<file path="config.mk">
export PLATFORM = sky130hd
export DESIGN_NAME = lmb_thresh
export DESIGN_NICKNAME = d
export VERILOG_FILES = /design/src/lmb_pkg.sv /design/src/lmb_thresh.sv
export SDC_FILE = /design/constraint.sdc
export NUM_CORES = 1
export LEC_CHECK = 0
export BUFFER_PORTS_ARGS = -buffer_cell sky130_fd_sc_hd__buf_2
export CORE_MARGIN = 2
export CORE_UTILIZATION = 50
export DETAILED_ROUTE_END_ITERATION = 6
export GPL_ROUTABILITY_DRIVEN = 0
export PLACE_DENSITY_LB_ADDON = 0.15
export SLEW_MARGIN = 25
export SYNTH_ARGS = -nofsm -noshare
export SYNTH_HDL_FRONTEND = slang
export SYNTH_SLANG_ARGS = --single-unit
</file>
<file path="constraint.sdc">
create_clock -name clk -period 1.6 [get_ports clk]
set_input_delay 0.32 -clock clk [delete_from_list [all_inputs] [get_ports clk]]
set_output_delay 0.32 -clock clk [all_outputs]
set_load 0.01 [all_outputs]
</file>
<file path="src/lmb_pkg.sv">
package lmb_pkg;

	localparam int MAX_DIM    = 1024;
	localparam int PIX_W      = 8;
	localparam int ADDR_W     = $clog2(MAX_DIM);
	localparam int COORD_W    = 10;
	localparam int DIM_W      = COORD_W + 1;
	localparam int WIN        = 3;
	localparam int COL_SUM_W  = PIX_W + 2;
	localparam int WIN_SUM_W  = PIX_W + 4;

	localparam logic OP_PIXEL = 1'b0;
	localparam logic OP_DRAIN = 1'b1;

	localparam logic [DIM_W-1:0] DIM_MIN   = DIM_W'(2);
	localparam logic [DIM_W-1:0] DIM_MAX   = DIM_W'(MAX_DIM);
	localparam logic [DIM_W-1:0] DIM_RESET = DIM_W'(MAX_DIM);

	typedef logic [PIX_W-1:0]     pix_t;
	typedef logic [COL_SUM_W-1:0] col_sum_t;
	typedef logic [COORD_W-1:0]   coord_t;

	typedef struct packed {
		pix_t top;
		pix_t mid;
		pix_t bot;
	} column_t;

	typedef struct packed {
		coord_t row;
		coord_t col;
		logic   last;
	} pos_t;

	// right_edge: last column of a row, neighbors on both sides are the same column
	// left_edge:  first column of a row, left neighbor reflects to the right one
	typedef struct packed {
		logic right_edge;
		logic left_edge;
	} win_ctrl_t;

	typedef struct packed {
		logic      emit;
		win_ctrl_t win;
		logic      top_refl;
		logic      bot_live;
		pix_t      pix;
		pos_t      pos;
	} s1_ctrl_t;

	typedef struct packed {
		logic bin;
		pos_t pos;
	} result_t;

endpackage

</file>
<file path="src/lmb_thresh.sv">
module lmb_thresh (
	input  logic                clk,
	input  logic                arst_n,
	input  logic                move,
	input  logic                valid,
	input  lmb_pkg::win_ctrl_t  win,
	input  lmb_pkg::pos_t       pos,
	input  lmb_pkg::col_sum_t   sum_new,
	input  lmb_pkg::col_sum_t   sum_mid,
	input  lmb_pkg::col_sum_t   sum_old,
	input  lmb_pkg::pix_t       center,
	output logic                res_valid,
	output lmb_pkg::result_t    res
);
	import lmb_pkg::*;

	col_sum_t               left_sum;
	col_sum_t               right_sum;
	logic [WIN_SUM_W-1:0]   total;
	logic [WIN_SUM_W-1:0]   center9;

	logic                   v_s3;
	logic [WIN_SUM_W-1:0]   total_s3;
	logic [WIN_SUM_W-1:0]   center9_s3;
	pos_t                   pos_s3;

	always_comb begin
		if (win.right_edge) begin
			left_sum  = sum_old;
			right_sum = sum_old;
		end else begin
			left_sum  = win.left_edge ? sum_new : sum_old;
			right_sum = sum_new;
		end
		total   = WIN_SUM_W'(left_sum) + WIN_SUM_W'(sum_mid) + WIN_SUM_W'(right_sum);
		center9 = WIN_SUM_W'({center, 3'b000}) + WIN_SUM_W'(center);
	end

	always_ff @(posedge clk or negedge arst_n) begin
		if (!arst_n) begin
			v_s3 <= 1'b0;
		end else if (move) begin
			v_s3 <= valid;
		end
	end

	always_ff @(posedge clk) begin
		if (move) begin
			total_s3   <= total;
			center9_s3 <= center9;
			pos_s3     <= pos;
		end
	end

	assign res_valid = v_s3;
	assign res.bin   = center9_s3 > total_s3;
	assign res.pos   = pos_s3;

endmodule

</file>
# Word-level counts from Yosys, hierarchy flattened
# Cells that the tools add are included.
# op_classes
add_sub_neg	3
mux	3
magnitude_cmp	1
# ops
op	count
two-way mux 10 bit	3
adder 11 x 10 -> 12 bit	1
adder 11 x 8 -> 12 bit	1
> comparator 12 bit	1
adder 10 x 10 -> 11 bit	1
# totals
inputBits	65
wordCells	13
register_bits	46

# Logic depth before layout (Yosys ltp)
# Gate-level depths: netlist of run 1.
# depth
depth_word	4
depth_mapped	12
depth_no_buf	11

# Worst setup path after synthesis of run 1
# OpenSTA, ideal clock, no wires.
# synth_path
path_type	input-to-reg
startpoint	input port win[1] (netlist name)
endpoint	register total_s3[7] (data pin)
n_path_buf	1
arrival_ns	2.859
setup_ns	0.271
stages	11
slack_ns	-1.530
cell_sequence	clkbuf_1 -> mux2_1 -> fa_1 -> ha_1 -> inv_1 -> fa_1 -> nor2b_1 -> o21ai_1 -> a21boi_1 -> mux2i_1 -> o2111ai_1
# synth_between
elab_chain_cells	3
elab_cells_between_ends	4
cone_classes	add/sub (2); mux (2)
# synth_lines
element	line	source
start, declared	lmb_thresh.sv:6	input lmb_pkg::win_ctrl_t win,
two-way mux 10 bit	lmb_thresh.sv:28	if (win.right_edge) begin
adder 10 x 10 -> 11 bit	lmb_thresh.sv:35	total = WIN_SUM_W'(left_sum) + WIN_SUM_W'(sum_mid) + WIN_SUM_W'(right_sum);
adder 11 x 10 -> 12 bit *	lmb_thresh.sv:35	
via total[7]	lmb_thresh.sv:19	logic [WIN_SUM_W-1:0] total;
end signal, assigned	lmb_thresh.sv:49	total_s3 <= total;
end, declared	lmb_thresh.sv:23	logic [WIN_SUM_W-1:0] total_s3;
# Mark *: on every way through the listed nets, which the timed path passes. The rest lies on a longest branch.
# A chain may end at the register's enable or synchronous reset.

# Worst setup path in the final report of run 1
# Same ends and word-level chain as after synthesis.

==> metrics.md, run 1 <==
| Metric | Value |
|---|---|
| Most common cell in the netlist | edfxtp_1 |
| Switch share | 29.68% |
| Synth area leader | edfxtp_1 |
| Hpwl dp | 4460 microns |
| Synth cell count leaders | edfxtp_1, inv_1, ha_1 |
| Post-synthesis cell type count | 42 |
| Global route overflow | 0 |
| Minimum clock period | 2.771 ns |
| DRC Markers | 0 |
| Design area | 0.004091 sq mm |
| Sw Pwr | 1.237 mW |
| Share of the synthesized area in the top cell type | 47.20% |
| DP Area | 0.003729 sq mm |
| CTS Buffer Depth | 2 |
| Tightest Hold Check Type | primary input to register |
| Cell Count, Final, Fillers Out | 432 |
| Die H | 79.67 microns |
| Pwr per Cell Area | 1018 mW/mm^2 |
| Initial Util | 51.99% |
| Largest net degree at the start of global routing | 20 |
| I/O pin total | 88 |
| Fin. Hold Viols | 0 |
| Clock-pin slew on the worst setup and hold paths | 0.09 ns |
| Met3 Routed Length | 239 microns |
| First-pass GRT wire length | 9390 microns |
| Final worst setup slack | -1.171 ns |
| Met2 routed WL | 3222 microns |
| Rel. slew slack | 74.63% |
| Syn nets | 327 |
| Final wirelength | 5825 microns |
| Clock Latency Late Sink | 0.29 ns |
| Vias | 2,172 |
| Worst setup EP type | register |
| Layout area overhead | 42.92% |
| DRT met1 WL | 2284 microns |
| Prevailing post-synth register cell | edfxtp_1 |
| RSZ-0062 raised after global routing | true |
| WL per Instance | 13.48 microns |
| Worst Setup Path Type | primary input to register |
| Antenna violations before repair | 0 |
| Detailed Routing Iterations Pass 1 | 4 |
| Max Clock Freq | 0.3609 GHz |
| Initial drt markers | 119 |
| Slew Viols, Final | 0 |
| VDD IR max | 0.7872 mV |
| Status | finished, violations left |
| # rows | 27 |
| # nets final | 462 |
| Final Cycle Share | 173.2% |
| Root Buffer | clkbuf_8 |
| Leakage Power | 1.850 nW |
| Worst setup SP type | primary input |
| Vias in the first global route | 2,245 |
| Die area | 0.006347 sq mm |
| Clock power share | 20.8% |
| Area of the mapped netlist | 0.002863 sq mm |
| I/O Buffers | 87 |
| Synth area leaders | edfxtp_1, ha_1, fa_1 |
| CTS tree | built |
| Sequential fraction of design power | 38.5% |
| Drt via density | 5.028 |
| Yosys warns | 0 |
| Syn Area/Cell | 12.78 sq um |
| P_int | 2.930 mW |
| Htree depth | 2 |
| Critical Path AT | 2.81 ns |
| Comb power frac | 40.7% |
| # diodes | 0 |
| CP Max Fanout | 6 |
| Max-cap check violation count | 0 |
| Total CTS buffers | 5 |
| Failing checks | setup timing |
| Gr usage total | 19.21% |
| Max layer used | met4 |
| Final setup fails | 12 |
| Sequential area share after synthesis | 48.08% |
| Worst Skew | 0 ns |
| Routed Antenna Nets | 0 |
| Mapped Cells | 224 |
| Core ar. | 0.005507 sq mm |
| WHS | 0.1936 ns |
| Post-synth ARST share | 2.174% |
| Worst Max-Slew Pin Slew | 0.3806 ns |
| Layout cells sized above 1 | 50.56% |
| Synthesized flop and latch total | 46 |
| # fillers | 391 |
| Post-synth EDFFs | 45 |
| Data required time of the worst path | 1.64 ns |
| Die span in x | 79.67 microns |
| Placed instance count | 417 |
| # clock sinks | 46 |
## critical path: stages
cell	delay, ns
buf_8	0.10
nor2b_4	0.10
buf_6	0.13
mux2_4	0.31
fa_2	0.61
ha_4	0.16
inv_2	0.04
fa_2	0.35
nor2b_2	0.13
o21ai_2	0.08
a21boi_2	0.16
mux2i_1	0.19
o2111ai_1	0.12
## final timing paths
path,depth (start not counted),end,startpoint,slack (ns)
min in group asynchronous,2,res_valid,arst_n,0.33
max in group asynchronous,2,res_valid,arst_n,1.19
setup reg to reg,1,res_valid,res_valid,0.86
hold / removal,1,res[2],pos[2],0.19
setup / recovery,13,total_s3[7],win[1],-1.17
hold reg to reg,1,res_valid,res_valid,0.51
## layer usage
layer	vias to the layer above	global-route usage (%)
met5	-	0
met4	0	6.034
met3	9	3.959
met2	49	36.05
met1	1044	21.58
li1	1070	-
## layout make-up
| class | count | area [sq um] | share of cell area, % |
|---|---|---|---|
| Multi-Input combinational cell | 141 | 1558 | 38.07 |
| Sequential cell | 46 | 1376 | 33.64 |
| Timing Repair Buffer | 131 | 827.0 | 20.21 |
| Inverter | 34 | 127.6 | 3.119 |
| Tap cell | 72 | 90.09 | 2.202 |
| Clock buffer | 5 | 68.82 | 1.682 |
| Clock inverter | 3 | 43.79 | 1.070 |
## sequential cells by signal, summed over array words and instances, names as in the netlist
| signal | flops |
|---|---|
| res_valid | 1 |
| total_s3 | 12 |
| res | 21 |
| center9_s3 | 12 |
## layout by cell type, fill, tap and decap left out, types with 3 or more instances in the layout
master     n
fa_2       4
ha_1      18
buf_4     34
fa_1       8
edfxtp_1  45
ha_4       8
nor3b_1    4
nand2_1    7
buf_2     85
a21oi_1   10
a21oi_2    5
mux2_4     3
o21ai_1    3
nand4_1    3
inv_2      4
o21bai_1   3
mux2i_1    5
inv_1     30
xnor2_1    8
nor2_1     4
mux2_1    10
buf_6      9
clkbuf_8   5
## power groups by stage
stage	Combinational (mW)	Sequential, mW	Clock, mW
after global routing	1.91	1.62	0.917
after detailed placement	1.46	1.63	0
final	1.70	1.60	0.866
after floorplan	0.870	1.65	0
after CTS	1.62	1.61	0.877
after global placement	1.39	1.63	0
## logic make-up (layout without fill, tap and decap cells)
group / count (synthesis) / count (layout) / synth area share, %
xor gates and xnor gates: 11 / 11 / 3.366
muxes: 22 / 22 / 8.348
and+or+nand+nor: 34 / 34 / 6.601
DFF: 46 / 46 / 48.08
adders and majority gates: 38 / 38 / 19.76
buffers and inverters: 37 / 173 / 4.895
AOI/OAI and AO/OA: 36 / 36 / 8.960
## metrics by stage
| stage | utilization (%) | setup slack, ns | power, mW | setup TNS [ns] |
|---|---|---|---|---|
| floorplan | - | -1.324 | 2.517 | -11.07 |
| global placement | 67.71 | -1.439 | 3.014 | -14.18 |
| detailed placement | 67.71 | -1.522 | 3.093 | -14.99 |
| CTS | 72.48 | -1.190 | 4.099 | -10.34 |
| global route | 74.30 | -1.247 | 4.444 | -11.14 |
| finish | 74.30 | -1.171 | 4.167 | -10.41 |
## timing repair
action,CTS,global route
gates resized for setup,19,22
hold buffers,1,0
endpoints found under the setup margin,12,14
pin swaps,20,14
hold endpoints to repair,1,0
buffers inserted,6,2
Note: power is estimated with default switching activity, not from simulation.
==> run 2: changes to the inputs <==
MAX_ROUTING_LAYER = met4   (was default)
==> metrics.md, run 2 (synthesis results as in run 1) <==
| Metric | Value |
|---|---|
| Worst setup SP type | primary input |
| Tightest Hold Check Type | primary input to register |
| Worst r2r dst | res_valid |
| Final worst setup slack | -1.170 ns (+0.0009800 ns) |
| Worst hold start | pos[2] |
| Global route overflow | 0 (unchanged) |
| Placed instance count | 417 (unchanged) |
| DP Area | 0.003729 sq mm (unchanged) |
| Vias in the first global route | 2,250 (+0.22%) |
| Worst Setup Path Type | primary input to register |
| Hold EP | res[2] |
| Detailed Routing Iterations Pass 1 | 4 (unchanged) |
| Cells on worst reg2reg path | 1 (unchanged) |
| Initial drt markers | 117 (-1.7%) |
| Worst Skew | 0 ns (unchanged) |
| Max layer used | met4 |
| Htree depth | 2 (unchanged) |
| Leading cell type in the layout, fill and taps excluded | buf_2 |
| Initial Util | 51.99% (unchanged) |
| Max reg flops | 21 (unchanged) |
| Antenna violations before repair | 0 (unchanged) |
| Die H | 79.67 microns (unchanged) |
| # rows | 27 (unchanged) |
| Core ar. | 0.005507 sq mm (unchanged) |
| CP Cell Sequence | buf_8 -> nor2b_4 -> buf_6 -> mux2_4 -> fa_2 -> ha_4 -> inv_2 -> fa_2 -> nor2b_2 -> o21ai_2 -> a21boi_2 -> mux2i_1 -> o2111ai_1 |
| Largest net degree at the start of global routing | 20 (unchanged) |
| # clock sinks | 46 (unchanged) |
| Cell Count, Final, Fillers Out | 432 (unchanged) |
| Root Buffer | clkbuf_8 |
| Critical path's largest stage delay | 0.61 ns (about the same) |
| Slew Viols, Final | 0 (unchanged) |
| Crit-path slowest cell | fa_2 |
| Design area | 0.004091 sq mm (unchanged) |
| Vias | 2,163 (-0.41%) |
| Final core occ | 74.30% (unchanged) |
| Final wirelength | 5820 microns (about the same) |
| CTS tree | built |
| Dpl ws | -1.522 ns (unchanged) |
| Final Cycle Share | 173.1% (about the same) |
| I/O pin total | 88 (unchanged) |
| Status | finished, violations left |
| Hold path depth | 1 (unchanged) |
| Max-cap check violation count | 0 (unchanged) |
| Critical Path AT | 2.81 ns (about the same) |
| First-pass GRT wire length | 9370 microns (-0.21%) |
| Gr usage total | 19.68% (+0.48 points) |
| Leakage Power | 1.850 nW (unchanged) |
| Post-route setup TNS | -10.41 ns (-0.002300 ns) |
| Minimum clock period | 2.770 ns (-0.0009800 ns) |
| Layout area overhead | 42.92% (unchanged) |
| CTS Buffer Depth | 2 (unchanged) |
| Pwr per Cell Area | 1018 mW/mm^2 (about the same) |
| Fin. Hold Viols | 0 (unchanged) |
| DRT met1 WL | 2278 microns (-0.26%) |
| Routed Antenna Nets | 0 (unchanged) |
| Max Clock Freq | 0.3611 GHz (about the same) |
| Most frequent CP cell | fa_2 |
| Hpwl dp | 4460 microns (unchanged) |
| Die span in x | 79.67 microns (unchanged) |
| Data required time of the worst path | 1.64 ns (about the same) |
| RSZ-0062 raised after global routing | true |
| Worst setup EP type | register |
| # diodes | 0 (unchanged) |
| # nets final | 462 (unchanged) |
| Worst R2R Start | res_valid |
| Rel. slew slack | 74.63% (unchanged) |
| I/O Buffers | 87 (unchanged) |
| WL per Instance | 13.47 microns (about the same) |
| Failing checks | setup timing |
| Final setup fails | 12 (unchanged) |
| Clock-pin slew on the worst setup and hold paths | 0.09 ns (about the same) |
| Worst Max-Slew Pin Slew | 0.3806 ns (unchanged) |
| Pwr Total | 4.165 mW (about the same) |
| Met3 Routed Length | 248 microns (+3.8%) |
| Met2 routed WL | 3214 microns (-0.25%) |
| Drt via density | 5.007 (-0.41%) |
| Die area | 0.006347 sq mm (unchanged) |
| Clock Latency Late Sink | 0.29 ns (about the same) |
| WHS | 0.1935 ns (-0.00002000 ns) |
| DRC Markers | 0 (unchanged) |
| VDD IR max | 0.7870 mV (about the same) |
| CP Max Fanout | 6 (unchanged) |
| R2R Setup Slk | 0.86 ns (about the same) |
| Most frequent cells in the layout | buf_2, edfxtp_1, buf_4 |
| Layout cells sized above 1 | 50.56% (unchanged) |
| Total CTS buffers | 5 (unchanged) |
==> run 2: cell counts in the layout (fill, tap and decap cells not counted) <==
No cell type changed its count.
==> run 2: cell type report <==
cell class	instances	area, sq um
Multi-Input combinational cell	141	1558
Fill cell	391	1415
Sequential cell	46	1376
Timing Repair Buffer	131	827.0
Inverter	34	127.6
Tap cell	72	90.09
Clock buffer	5	68.82
Clock inverter	3	43.79
==> run 2: worst max-delay path by stage <==
stage / startpoint / end / cells past startpoint
after global placement: win[1] / total_s3[8] / 11
after detailed placement: win[1] / total_s3[7] / 12
after floorplan: win[0] / total_s3[7] / 12
after global routing: win[1] / total_s3[7] / 13
final: win[1] / total_s3[7] / 13
after CTS: win[0] / total_s3[7] / 13
==> run 2: repair_timing <==
| item | 4_1_cts | 5_1_grt |
|---|---|---|
| pin swaps | 20 | 14 |
| hold endpoints to repair | 1 | 0 |
| buffers inserted | 6 | 2 |
| hold buffers | 1 | 0 |
| setup endpoints to repair | 12 | 14 |
| resized for setup | 19 | 22 |
==> run 2: routing by layer <==
layer | vias to the layer above | track usage, %
li1 | 1071 | -
met4 | 0 | 6.034
met2 | 49 | 36.22
met3 | 9 | 3.959
met5 | - | -
met1 | 1034 | 21.28
==> run 2: critical path, delay by kind of cell <==
kind,cells,cell delay [ns]
buf+inv,3,0.27
compound gates,3,0.36
mux,2,0.50
fa+ha+maj,3,1.12
simple gates,2,0.23
==> run 2: report_power, final <==
| part | internal [mW] | switching (mW) | total [mW] | leakage, nW |
|---|---|---|---|---|
| combinational | 0.905 | 0.792 | 1.70 | 1.34 |
| clock | 0.468 | 0.396 | 0.864 | 0.0585 |
| sequential | 1.56 | 0.0471 | 1.60 | 0.452 |
