<file path="src/lmb_pkg.sv">
package lmb_pkg;

	localparam int MAX_DIM    = 1024;
	localparam int PIX_W      = 8;
	localparam int ADDR_W     = $clog2(MAX_DIM);
	localparam int COORD_W    = 10;
	localparam int DIM_W      = COORD_W + 1;
	localparam int WIN        = 3;
	localparam int COL_SUM_W  = PIX_W + 2;
	localparam int WIN_SUM_W  = PIX_W + 4;

	localparam logic OP_PIXEL = 1'b0;
	localparam logic OP_DRAIN = 1'b1;

	localparam logic [DIM_W-1:0] DIM_MIN   = DIM_W'(2);
	localparam logic [DIM_W-1:0] DIM_MAX   = DIM_W'(MAX_DIM);
	localparam logic [DIM_W-1:0] DIM_RESET = DIM_W'(MAX_DIM);

	typedef logic [PIX_W-1:0]     pix_t;
	typedef logic [COL_SUM_W-1:0] col_sum_t;
	typedef logic [COORD_W-1:0]   coord_t;

	typedef struct packed {
		pix_t top;
		pix_t mid;
		pix_t bot;
	} column_t;

	typedef struct packed {
		coord_t row;
		coord_t col;
		logic   last;
	} pos_t;

	// right_edge: last column of a row, neighbors on both sides are the same column
	// left_edge:  first column of a row, left neighbor reflects to the right one
	typedef struct packed {
		logic right_edge;
		logic left_edge;
	} win_ctrl_t;

	typedef struct packed {
		logic      emit;
		win_ctrl_t win;
		logic      top_refl;
		logic      bot_live;
		pix_t      pix;
		pos_t      pos;
	} s1_ctrl_t;

	typedef struct packed {
		logic bin;
		pos_t pos;
	} result_t;

endpackage

</file>
<file path="src/lmb_cell.sv">
module lmb_cell (
	input  logic               clk,
	input  logic               en,
	input  lmb_pkg::column_t   col_in,
	output lmb_pkg::column_t   col_out,
	output lmb_pkg::col_sum_t  col_sum
);
	import lmb_pkg::*;

	column_t col_q;

	always_ff @(posedge clk) begin
		if (en) begin
			col_q <= col_in;
		end
	end

	assign col_out = col_q;
	assign col_sum = COL_SUM_W'(col_q.top) + COL_SUM_W'(col_q.mid) + COL_SUM_W'(col_q.bot);

endmodule

</file>
<file path="config.mk">
export PLATFORM = sky130hd
export DESIGN_NAME = lmb_cell
export DESIGN_NICKNAME = d
export VERILOG_FILES = /design/src/lmb_pkg.sv /design/src/lmb_cell.sv
export SDC_FILE = /design/constraint.sdc
export NUM_CORES = 1
export LEC_CHECK = 0
export BUFFER_PORTS_ARGS = -buffer_cell sky130_fd_sc_hd__clkbuf_2
export CORE_ASPECT_RATIO = 1.75
export CORE_MARGIN = 3
export CORE_UTILIZATION = 29
export CTS_CLUSTER_SIZE = 14
export DETAILED_ROUTE_END_ITERATION = 8
export PLACE_DENSITY_LB_ADDON = 0.2
export SLEW_MARGIN = 30
export SYNTH_ARGS = -nofsm -noshare
export SYNTH_HDL_FRONTEND = slang
export SYNTH_SLANG_ARGS = --single-unit
</file>
<file path="constraint.sdc">
create_clock -name clk -period 2.66 [get_ports clk]
set_input_delay 0.532 -clock clk [delete_from_list [all_inputs] [get_ports clk]]
set_output_delay 0.532 -clock clk [all_outputs]
set_load 0.1 [all_outputs]
</file>
Word level (Yosys, flattened, before mapping)
Index checks and enable logic that the tools add are counted.
{"block": "word_totals", "output_inout_bits": 34, "regBits": 24, "ramBits": 0, "n_memories": 0, "wordCells": 5, "latchBits": 0, "mem_bits_ro": 0}
{"block": "op_classes", "shifts": 0, "addsub": 2, "muxes": 0, "n_eq_ne": 0, "n_lt_le_gt_ge": 0, "n_reduce_logical": 0, "n_div": 0, "bitwise_logic": 0, "mul": 0}
{"cell": "$add A9 B8 Y10", "n": 1}
{"cell": "$add A8 B8 Y9", "n": 1}

Depth between registers and ports, before layout
Gate-level depths: netlist of the first run.
{"block": "logic_depth", "depth_word": 2, "ltp_mapped": 9}

Worst setup path after synthesis of the first run
OpenSTA, ideal clock, no wires.
{"block": "synth_timing", "kind": "reg2out", "start": "register col_q (netlist bit col_out[7])", "end": "output port col_sum[8]", "arrival_time_ps": 4723, "path_stages_with_launch": 8, "t_required_ps": 2128, "path_buffers": 0, "slack_ps": -2595, "path_cell_list": "edfxtp_1 > inv_1 > fa_1 > inv_1 > ha_1 > nor2b_2 > a221o_1 > a211oi_1"}
{"block": "synth_via", "elab_chain_len": 1}
{"item": "start: declaration", "line": "lmb_cell.sv:10", "text": "column_t col_q;"}
{"item": "start signal: assignment", "line": "lmb_cell.sv:14", "text": "col_q <= col_in;"}
{"item": "$add A9 B8 Y10", "line": "lmb_cell.sv:19", "text": "assign col_sum = COL_SUM_W'(col_q.top) + COL_SUM_W'(col_q.mid) + COL_SUM_W'(col_q.bot);"}
{"item": "end: declaration", "line": "lmb_cell.sv:6", "text": "output lmb_pkg::col_sum_t col_sum"}
Every way passes these cells.

Worst setup path after layout of the first run
{"block": "layout_timing", "start": "register col_q (netlist bit col_out[2])", "end": "output port col_sum[8]"}
Same word-level chain as after synthesis.

==> results of run 1 <==
## power by group
| group | internal, mW | total, mW | switching [mW] |
|---|---|---|---|
| sequential | 0.451 | 0.473 | 0.0215 |
| clock | 0.101 | 0.199 | 0.0980 |
| combinational | 0.696 | 1.88 | 1.18 |
| total | 1.25 | 2.55 | 1.30 |
## timing repair
item                       in CTS  in global routing
hold endpoints to repair        0                  0
setup endpoints to repair       8                  8
pin swaps                       7                 14
gates resized for setup        11                 10
setup buffers                   3                  4
## path summary, 6_finish.rpt
path / end / slack, ns
max: col_sum[8] / -0.46
min: col_out[12] / 0.45
## cell usage in the layout (no fill, tap or decap), types with 3 or more instances in the layout
cell,count
sky130_fd_sc_hd__fa_2,4
sky130_fd_sc_hd__fa_1,5
sky130_fd_sc_hd__a21oi_2,3
sky130_fd_sc_hd__buf_6,6
sky130_fd_sc_hd__edfxtp_1,24
sky130_fd_sc_hd__clkbuf_2,51
sky130_fd_sc_hd__buf_12,8
sky130_fd_sc_hd__buf_4,22
sky130_fd_sc_hd__ha_4,6
sky130_fd_sc_hd__clkbuf_8,3
sky130_fd_sc_hd__inv_1,7
## worst max-delay path, delay by kind of cell, from the launching register on
kind,cells,cell delay (ns)
buffers and inverters,2,0.32
flip-flops,1,0.43
adder cells (fa/ha/maj),2,0.86
AO/OA/AOI/OAI,2,0.34
AND/OR/NAND/NOR,2,0.38
## final cells by class
class	instances	area, sq um	share of cell area
multi-input cells	44	695.7	0.3163
repair buffers	87	648.1	0.2947
inverters	9	33.78	0.01536
clock buffers	3	41.29	0.01877
well taps	48	60.06	0.02730
flip-flops and latches	24	720.7	0.3276
## layer usage
| metal | GRT usage | share of wire | vias to the layer above |
|---|---|---|---|
| met5 | 0 | 0 | - |
| met4 | 0.04868 | 0.017 | 0 |
| met3 | 0.01789 | 0.055 | 5 |
| met2 | 0.2065 | 0.58 | 33 |
| met1 | 0.1343 | 0.35 | 455 |
| li1 | - | - | 453 |
## cell families after synthesis
| kind of cell | synth area share |
|---|---|
| buf+inv | 0.02775 |
| flops | 0.5920 |
| compound gates | 0.06782 |
| fa+ha+maj | 0.2199 |
| simple gates | 0.05653 |
| xor+xnor | 0.03597 |
## through the flow
| step | TNS [ns] | setup slack (ns) |
|---|---|---|
| after floorplan | -6.790 | -1.153 |
| after global placement | -0.9907 | -0.2959 |
| after detailed placement | -1.230 | -0.3819 |
| after CTS | -2.911 | -0.5104 |
| after global routing | -3.315 | -0.5834 |
| final | -2.584 | -0.4650 |
==> results list, run 1 <==
- CP peak stage delay: 0.64 ns
- Iteration count of the initial detailed-routing pass: 3
- In this run the tool buffered the top-level ports with just under 60 buffer cells.
- After routing the design area is 2200 sq um.
- Count of antenna-violating nets left after detailed routing: 0
- Clock tree from TritonCTS: done
- In the post-synthesis netlist, the cell with the most instances is sky130_fd_sc_hd__edfxtp_1.
- Cell-by-cell trace of the critical path: fa_2 > ha_4 > a211oi_4 > buf_6 > nor3_4 > nor4b_2 > a211oi_4 > buf_12
- At the pin with the least slew margin, the transition time is 0.5835 ns.
* Fillers: roughly 360
* Number of max-slew violations in the final report: 0
- On the final layout, the worst hold slack is roughly 0.45 ns.
- After synthesis, the cell types taking the most area are sky130_fd_sc_hd__edfxtp_1, sky130_fd_sc_hd__fa_1, sky130_fd_sc_hd__ha_1.
- The area growth from synthesis to layout is 80.68%.
- Type of the most critical hold path: input port to flop
* Dominant cell type by count on the critical path: sky130_fd_sc_hd__a211oi_4
- Netlist Area Pre-Place: approximately 1200 sq um
- Number of I/O pins: 60
- The Yosys step of the flow raised 0 warnings.
- Data on the critical path arrives at its endpoint at approximately 2.6 ns.
- The final layout contains routed wiring with a total length of between 2000 and 3000 microns.
- VDD sags by at most roughly 0.74 mV.
- Final core area utilization: 0.5528
- In this run the power density over the cells is about 1200 nW/um^2.
* Slowest cell on the critical path: sky130_fd_sc_hd__fa_2
- Wire length of the first global-routing pass: approximately 4400 microns
- Post-DP HPWL: about 2300 microns
* Number of max-cap violations: 0
- Worst Setup End Kind: output pin
- The startpoint identified for the worst hold timing path is col_in[12].
- The first routing iteration left 5 violations.
- Final Hold Fails: 0
- In the routed design, unresolved DRC markers number 0.
* Vias in the first global route: 1030
- Tracing the worst setup path back leads to its startpoint at col_out[2].
- Area leader, netlist: sky130_fd_sc_hd__edfxtp_1
- Placer's final routability congestion estimate: 0.8092
- Excluding fillers, the count of instances in the completed layout stands at 215.
* Initial cell density of the core: 0.3060
- TritonCTS Buffers: 3
- The analysis attributes to cell leakage a power of slightly below 1 nW.
- Crit path setup slack, layout: -0.4650 ns
- Die Span Y: just over 90 microns
- Yosys mapped the design onto 23 distinct sky130hd cell types.
- Antenna violations before repair: 0
* Routed len/inst: 12.76 microns
- Aggregate global routing overflow: 0
- Fraction of the cycle the final worst path needs: 1.175
* Post-Synthesis Mean Instance Area: 15.81 sq um
- Failing checks: setup timing
* Async set or reset register ratio after synthesis: 0
- Max FFs per register: 24
- Chip Width: 54.98 microns
- Pin count of the biggest net entering global routing: 25
- The share of synthesized area in the top cell type comes to 0.5920.
- Total Power: roughly 2.6 mW
- In this run, synthesis produced a sequential element count of 24.
- Hold-critical path depth: 1
* Highest fanout seen on the critical path: 2
- Setup repair after global routing could not meet its margin everywhere.
- After detailed placement, the design holds a cell count of just over 200.
- Clock tree synthesis found a total of 24 sinks.
- The critical path in this run is classified as flop to output pin.
- Top cells by count, synth: sky130_fd_sc_hd__edfxtp_1, sky130_fd_sc_hd__fa_1, sky130_fd_sc_hd__inv_1
* Worst slew margin relative to its limit: 0.6110
- In the routed layout, each cell is associated on average with a via count of between 4 and 5.
- The worst setup path is launched from a flop.
- Result of the run: complete, but fails checks
- Sequential element share of the synthesized area: 0.5920
- The cell sitting at the root of the clock tree is a sky130_fd_sc_hd__clkbuf_8.
* CTS H-Tree Depth: 1
- Die area: slightly above 5000 sq um
- Fmax: 320.0 MHz
* Endpoint required time on the critical path: around 2.1 ns
* Placed standard-cell area: around 2000 sq um
- In the synthesized netlist the dominant register cell turns out to be sky130_fd_sc_hd__edfxtp_1.
- Cell count after synthesis: slightly below 80
- Counting every net in the synthesized netlist gives 119.
- Share of final-layout standard cells stronger than drive strength 1: 0.7126
- Setup violations remaining at the end of the flow were counted as 7.
* Min Tclk post-route: roughly 3.1 ns
* Core area: approximately 4000 sq um
- Count of inserted antenna diode cells: 0
- Total number of nets in the final design: around 210
- Vias: 946
- Row generation in the floorplan step produced 30 rows.
* Clock Tree Buf Depth: 2
* Hold buffer count at cts: 0
- Clock input transition at the sequential cells of the worst setup and hold paths: roughly 0.070 ns
* Combined global-route utilization of all metal layers: 0.1179
* EDFF count, synth: 24
Power figures use the tool's default switching activity.
==> run 2, diff against run 1 <==
--- a/config.mk
+++ b/config.mk
@@ -11,6 +11,7 @@
 export CORE_UTILIZATION = 29
 export CTS_CLUSTER_SIZE = 14
 export DETAILED_ROUTE_END_ITERATION = 8
+export GPL_TIMING_DRIVEN = 0
 export PLACE_DENSITY_LB_ADDON = 0.2
 export SLEW_MARGIN = 30
 export SYNTH_ARGS = -nofsm -noshare
==> run 2 against run 1 <==
  * The flow still finishes with violations (setup timing)
  * Worst setup slack got worse by 0.0024 ns
  * First-iteration DRC count decreased by 60%
  * Flip-flop and latch count unchanged
  * Combinational power decreased by 6%
  * Clock power increased by 53%
  * Global-route usage decreased by 0.70 points
  * Cell area decreased by 5.9%
  * Core utilization decreased by 3.2 points
  * Critical path type unchanged
  * Critical endpoint is now col_sum[7]
  * Largest power group unchanged
==> results list, run 2 (synthesis results as in run 1) <==
- The worst hold path cell count is 1 (unchanged).
* Wire length of the first global-routing pass: 4091 microns (-6.8%)
- The count of antenna diodes in the layout came to 0 (unchanged).
* Fraction of the cycle the final worst path needs: 1.176 (about the same)
- The number of buffer cells added on primary ports is 59 (unchanged).
- The leakage power summed over all cells was 0.8893 nW (-8.1%).
* Routed len/inst: 13.18 microns (+3.3%)
- Placer's final routability congestion estimate: 0.7643 (-5.5%)
- The utilization after layout was 0.5204 (-0.03239).
- The effective utilization at floorplan came to 0.3060 (unchanged).
- The total wirelength of the detailed-routed design is 2597 microns (-5.3%).
* Chip Width: 54.98 microns (unchanged)
- The maximum clock frequency is 319.8 MHz (about the same).
- The time the worst path needs with I/O delays and setup was 3.127 ns (+0.002395 ns).
- The number of hold-slack violations in the final timing report is 0 (unchanged).
- The worst hold path belongs to the class input port to flop.
- Number of instances in the placed design: 184 (-11%)
* Seq. cell area: 720.7 sq um (unchanged)
* Count of antenna-violating nets left after detailed routing: 0 (unchanged)
- Die Span Y: 91.71 microns (unchanged)
- Share of final-layout standard cells stronger than drive strength 1: 0.6846 (-0.02801)
- The areal power density over the cells is 1225 nW/um^2 (+5.6%).
* Final setup violation count: 8 (+1)
- Area used by multi-input combinational logic: 686.9 sq um (-1.3%)
* CTS H-Tree Depth: 1 (unchanged)
- The startpoint identified for the worst hold timing path is col_in[16].
- The checks that failed: setup timing.
- Most frequent standard cell in the layout excluding fill and tap cells: sky130_fd_sc_hd__clkbuf_2
* Worst-margin pin slew: 0.5690 ns (-0.01457 ns)
- Detail Route met2 WL: 1523 microns (-3.9%)
- Clock tree from TritonCTS: done
- TritonCTS Buffers: 3 (unchanged)
- Antenna violations before repair: 0 (unchanged)
* Nature of the critical path startpoint: flop
- The routed via count is 856 (-9.5%).
* Type of the setup path with the least slack: flop to output pin
- Setup repair after global routing could not meet its margin everywhere.
- The clock slew at the register clock pins of the worst setup and hold paths came to 0.08 ns (about the same).
- The clock sink count is 24 (unchanged).
* Worst slew margin relative to its limit: 0.6207 (+0.009716)
- The initial detailed-routing violation count came to 2 (-3).
- Top metal layer carrying routed signals: met4
* Number of I/O pins: 60 (unchanged)
- STA classifies the critical path endpoint as an output pin.
- Leaving out fill and tap cells, the most frequent cells in the layout are sky130_fd_sc_hd__clkbuf_2, sky130_fd_sc_hd__edfxtp_1, sky130_fd_sc_hd__buf_4, sky130_fd_sc_hd__inv_1, sky130_fd_sc_hd__fa_1.
- The path with the worst hold slack has its endpoint at col_out[16].
* Highest fanout seen on the critical path: 2 (unchanged)
* Arrival time worst endpoint: 2.60 ns (about the same)
- Max IR drop VDD: 0.7207 mV (-2.3%)
- Layout Cell Area excl Fill: 2071 sq um (-5.9%)
- The placement-stage cell area was 1724 sq um (-14%).
- Vias in the first global route: 964 (-6.4%)
- Post-DP HPWL: 2205 microns (-4.7%)
- Ratio of routed vias to standard cells: 4.345 (-1.2%)
* Endpoint required time on the critical path: 2.13 ns (about the same)
- Pin count of the biggest net entering global routing: 25 (unchanged)
- Crit path setup slack, layout: -0.4674 ns (-0.002395 ns)
- The tree is rooted in a sky130_fd_sc_hd__clkbuf_8.
* Met3 routed WL: 134 microns (-11%)
* Core area: 3979 sq um (unchanged)
- Number of non-filler instances in the completed layout: 197 (-8.4%)
- The flip-flop count of the largest register after layout was 24 (unchanged).
- Placement row count: 30 (unchanged)
- The die area is 5042 sq um (unchanged).
* Number of max-cap violations: 0 (unchanged)
- The number of nets in the final layout was 192 (-9.0%).
- The wire length the detailed router placed on met1 was 919 microns (-4.1%).
- The overall track demand over capacity in global routing was 0.1109 (-0.006996).
- Fillers: 368 (+1.9%)
* Hold buffer count at cts: 0 (unchanged)
- The number of detailed-route iterations in the first pass is 3 (unchanged).
- Clock Tree Buf Depth: 2 (unchanged)
- # DRC: 0 (unchanged)
* Aggregate global routing overflow: 0 (unchanged)
- Total Power: 2.537 mW (-0.57%)
- The flow ran to the end, but the final reports show violations.
- Area growth from synthesis to layout: 70.09%
* Number of max-slew violations in the final report: 0 (unchanged)
==> run 2: cell count changes in the layout (fill, tap and decap cells not counted), moves of 2 or more <==
cell                        change
sky130_fd_sc_hd__buf_4         -13
sky130_fd_sc_hd__buf_12         -7
sky130_fd_sc_hd__buf_6          -6
sky130_fd_sc_hd__clkbuf_16      +5
sky130_fd_sc_hd__buf_8          +2
sky130_fd_sc_hd__fa_1           +2
sky130_fd_sc_hd__fa_2           -2
==> run 2: cell type report <==
cell class | instances | share of cell area
clock inverter | 1 | 0.01450
multi-input combinational | 44 | 0.3317
tap | 48 | 0.02900
clock buffer | 3 | 0.01994
timing repair buffer | 68 | 0.2405
sequential | 24 | 0.3480
inverter | 9 | 0.01631
==> run 2: stage by stage <==
step	setup WS, ns	hold slack, ns	TNS [ns]
after CTS	-0.5123	0.4335	-2.755
after global placement	-0.6690	0.7086	-2.956
after floorplan	-1.153	0.6309	-6.790
final	-0.4674	0.4443	-2.507
after global routing	-0.5636	0.4282	-3.226
after detailed placement	-0.6991	0.7107	-3.188
==> run 2: where the power goes <==
part	total (mW)	switching [mW]	internal [mW]
clock	0.305	0.105	0.201
sequential	0.472	0.0215	0.451
combinational	1.76	1.15	0.609
total	2.54	1.28	1.26
==> run 2: how the worst max path moves through the flow <==
stage                startpoint         end  slack (ns)  depth (start not counted)
floorplan           col_out[23]  col_sum[8]       -1.15                          7
global placement     col_out[1]  col_sum[7]       -0.67                          8
detailed placement   col_out[1]  col_sum[7]       -0.70                          8
CTS                 col_out[18]  col_sum[8]       -0.51                          7
global route         col_out[4]  col_sum[8]       -0.56                          7
finish              col_out[17]  col_sum[7]       -0.47                          8
==> run 2: repair_timing <==
item / in CTS / in global routing
pin swaps: 12 / 6
gates resized for setup: 31 / 9
buffers inserted: 6 / 3
endpoints found under the setup margin: 8 / 8
==> run 2: critical path, stage by stage, from the launching register on <==
cell and delay (ns):
sky130_fd_sc_hd__edfxtp_1 0.42, sky130_fd_sc_hd__fa_1 0.54, sky130_fd_sc_hd__ha_4 0.19, sky130_fd_sc_hd__fa_2 0.36
sky130_fd_sc_hd__a21oi_2 0.16, sky130_fd_sc_hd__nor2b_2 0.08, sky130_fd_sc_hd__a31oi_4 0.21, sky130_fd_sc_hd__xnor2_2 0.16
sky130_fd_sc_hd__buf_8 0.22
==> run 2: layer usage <==
layer  up-vias  GRT usage
met2        32     0.2016
li1        415          -
met5         -          0
met3         2    0.01138
met1       407     0.1269
met4         0    0.03651
==> run 3, diff against run 2 <==
--- a/config.mk
+++ b/config.mk
@@ -7,7 +7,6 @@
 export LEC_CHECK = 0
 export BUFFER_PORTS_ARGS = -buffer_cell sky130_fd_sc_hd__clkbuf_2
 export CORE_ASPECT_RATIO = 1.75
-export CORE_MARGIN = 3
 export CORE_UTILIZATION = 29
 export CTS_CLUSTER_SIZE = 14
 export DETAILED_ROUTE_END_ITERATION = 8
==> constraint.sdc (replaced) <==
create_clock -name clk -period 2.66 [get_ports clk]
set_input_delay 0.266 -clock clk [delete_from_list [all_inputs] [get_ports clk]]
set_output_delay 0.266 -clock clk [all_outputs]
set_load 0.1 [all_outputs]
==> run 3 against run 2 <==
  * The run still ends with setup timing left
  * Die area is 11% lower
  * Largest power group unchanged
  * Clock power is 33% lower
  * Via count is 4.0% higher
  * Global-route usage is 0.64 points higher
  * Combinational power is 2% lower
  * Clock-buffer cell count stayed put
==> results list, run 3 (synthesis results as in run 1) <==
- Unrepaired setup endpoints after global routing: yes
- Min Tclk post-route: 2.830 ns (-0.2970 ns)
- The worst setup path is launched from a flop.
* Slowest cell on the critical path: sky130_fd_sc_hd__fa_1
- Initial cell density of the core: 0.3089 (+0.002914)
* Drt first-iter violations: 4 (+2)
- The maximum clock frequency is 353.3 MHz (+10%).
- The data arrival time of the worst path came to 2.56 ns (-0.04 ns).
* Final Hold Fails: 0 (unchanged)
* Core area: 3941 sq um (-0.94%)
- The tightest hold margin was 0.1772 ns (-0.2671 ns).
- The portion of total power attributed to combinational logic was 0.718 (+0.024).
* TritonCTS Buffers: 3 (unchanged)
- The signal on the critical path passes through fa_1 > ha_4 > fa_2 > a21oi_2 > nor2b_2 > a31oi_4 > buf_6 > o21bai_4 > clkbuf_16.
- The internal power component is 1.130 mW (-10%).
* Worst Setup End Kind: output pin
* Die Span Y: 87.71 microns (-4.4%)
- The delay of the slowest critical-path stage was 0.53 ns (about the same).
- In this run the most critical hold path is launched from col_in[11].
- The total wirelength of the detailed-routed design was 2398 microns (-7.7%).
* Post-DP HPWL: 1995 microns (-9.6%)
* Result of the run: complete, but fails checks
- Number of buffer and inverter stages on the critical path: 2 (+1)
* Number of max-cap violations: 0 (unchanged)
- The sum of overflow across all layers after global routing is 0 (unchanged).
* Antenna violations before repair: 0 (unchanged)
- The number of nets with antenna violations after detailed routing was 0 (unchanged).
* Most frequent standard cell in the layout excluding fill and tap cells: sky130_fd_sc_hd__clkbuf_2
- CP delay by family, top: adder cells
- The leakage power summed over all cells is 0.8860 nW (-0.37%).
- The worst setup path is of the flop to output pin kind.
* Endpoint required time on the critical path: 2.39 ns (+0.26 ns)
- TritonCTS built the clock tree.
- Routed len/inst: 11.93 microns (-9.5%)
* Failing checks: setup timing
- CTS H-Tree Depth: 1 (unchanged)
* Fraction of the cycle the final worst path needs: 1.064 (-0.1117)
- The fraction of power consumed by sequential logic is 0.197 (+0.011).
- Highest fanout seen on the critical path: 2 (unchanged)
- The area growth from synthesis to layout is 69.06%.
* Share of final-layout standard cells stronger than drive strength 1: 0.6928 (+0.008247)
- The final-report max-slew violation count came to 0 (unchanged).
- Max IR drop VDD: 0.7002 mV (-2.8%)
- Worst hold endpoint: col_out[11]
- The worst hold path cell count is 1 (unchanged).
- Combined global-route utilization of all metal layers: 0.1174 (+0.006417)
- Final core area utilization: 0.5222 (+0.001782)
- Wire length of the first global-routing pass: 3808 microns (-6.9%)
- Pin count of the biggest net entering global routing: 25 (unchanged)
- Die area: 4471 sq um (-11%)
- Post-placement setup slack: -0.4389 ns (+0.2602 ns)
- The setup-violating endpoint count in the final report is 5 (-3).
- The number of buffer cells added on primary ports came to 59 (unchanged).
- The clock sink count is 24 (unchanged).
- Reported net switching power: 1.264 mW (-1.0%)
* Crit path setup slack, layout: -0.1704 ns (+0.2970 ns)
- The tightest min-delay check is of the input port to flop type.
* Clock Tree Buf Depth: 2 (unchanged)
- The detailed-route DRC error count was 0 (unchanged).
- The post-cts hold buffer count is 0 (unchanged).
- The number of detailed-route iterations in the first pass was 2 (-1).
- Highest-count cells in the layout ignoring fill and taps: sky130_fd_sc_hd__clkbuf_2, sky130_fd_sc_hd__edfxtp_1, sky130_fd_sc_hd__buf_4, sky130_fd_sc_hd__inv_1, sky130_fd_sc_hd__fa_1
- Max FFs per register: 24 (unchanged)
* Switching part of the total: 0.5280 (+0.02460)
- Vias in the first global route: 926 (-3.9%)
- Count of inserted antenna diode cells: 0 (unchanged)
- Total Power: 2.394 mW (-5.6%)
- The average vias per placed instance is 4.428 (+1.9%).
* Number of I/O pins: 60 (unchanged)
- Worst slew margin relative to its limit: 0.6242 (+0.003504)
* Power Density: 1163 nW/um^2 (-5.1%)
* Worst-margin pin slew: 0.5637 ns (-0.005255 ns)
- Clock Tree Root: sky130_fd_sc_hd__clkbuf_8
* Vias: 890 (+4.0%)
- Power share of the clock group: 0.085 (-0.035)
- Chip Width: 50.98 microns (-7.3%)
- Placer's final routability congestion estimate: 0.7043 (-7.9%)
- Clock input transition at the sequential cells of the worst setup and hold paths: 0.07 ns (about the same)
* Placement row count: 30 (unchanged)
- Total number of nets in the final design: 196 (+2.1%)
[run 3: power groups by stage]
stage          Combinational (mW)  Sequential, mW  Clock [mW]
2_1_floorplan                1.02           0.691           0
3_3_place_gp                 1.37           0.479           0
3_5_place_dp                 1.39           0.481           0
4_1_cts                      1.67           0.472       0.215
5_1_grt                      1.78           0.475       0.225
6_report                     1.72           0.472       0.203
[run 3: final cells by class]
| type | instances | area, sq um |
|---|---|---|
| inverter | 9 | 33.78 |
| clock inverter | 1 | 3.754 |
| sequential | 24 | 720.7 |
| clock buffer | 3 | 41.29 |
| fill | 370 | 1883 |
| tap | 48 | 60.06 |
| timing repair buffer | 72 | 498.0 |
| multi-input combinational | 44 | 700.7 |
[run 3: per-layer routing]
layer  wire length, microns  up-vias  global-route usage
li1                       -      423                   -
met1                    790      428              0.1117
met2                   1434       31              0.2261
met3                    100        8             0.01389
met4                     73        0             0.07576
met5                      0        -                   0
[run 3: worst max path at each step]
| stage | start | endpoint | slack [ns] | cells after the start |
|---|---|---|---|---|
| after floorplan | col_out[23] | col_sum[8] | -0.89 | 7 |
| after global placement | col_out[1] | col_sum[7] | -0.39 | 8 |
| after detailed placement | col_out[1] | col_sum[7] | -0.44 | 8 |
| after CTS | col_out[17] | col_sum[7] | -0.20 | 8 |
| after global routing | col_out[17] | col_sum[5] | -0.26 | 8 |
| final | col_out[17] | col_sum[9] | -0.17 | 9 |
[run 3: what timing repair did]
action                                  CTS  global route
gates resized for setup                  32             8
endpoints found under the setup margin    7             6
pin swaps                                17             3
buffers inserted                         11             2
[run 3: through the flow]
| stage | instance area (sq um) | setup TNS [ns] | cells |
|---|---|---|---|
| floorplan | 1359 | -4.620 | 77 |
| global placement | 1714 | -1.305 | 184 |
| detailed placement | 1714 | -1.501 | 184 |
| CTS | 2011 | -1.027 | 199 |
| global route | 2058 | -1.180 | 201 |
| finish | 2058 | -0.6951 | 201 |
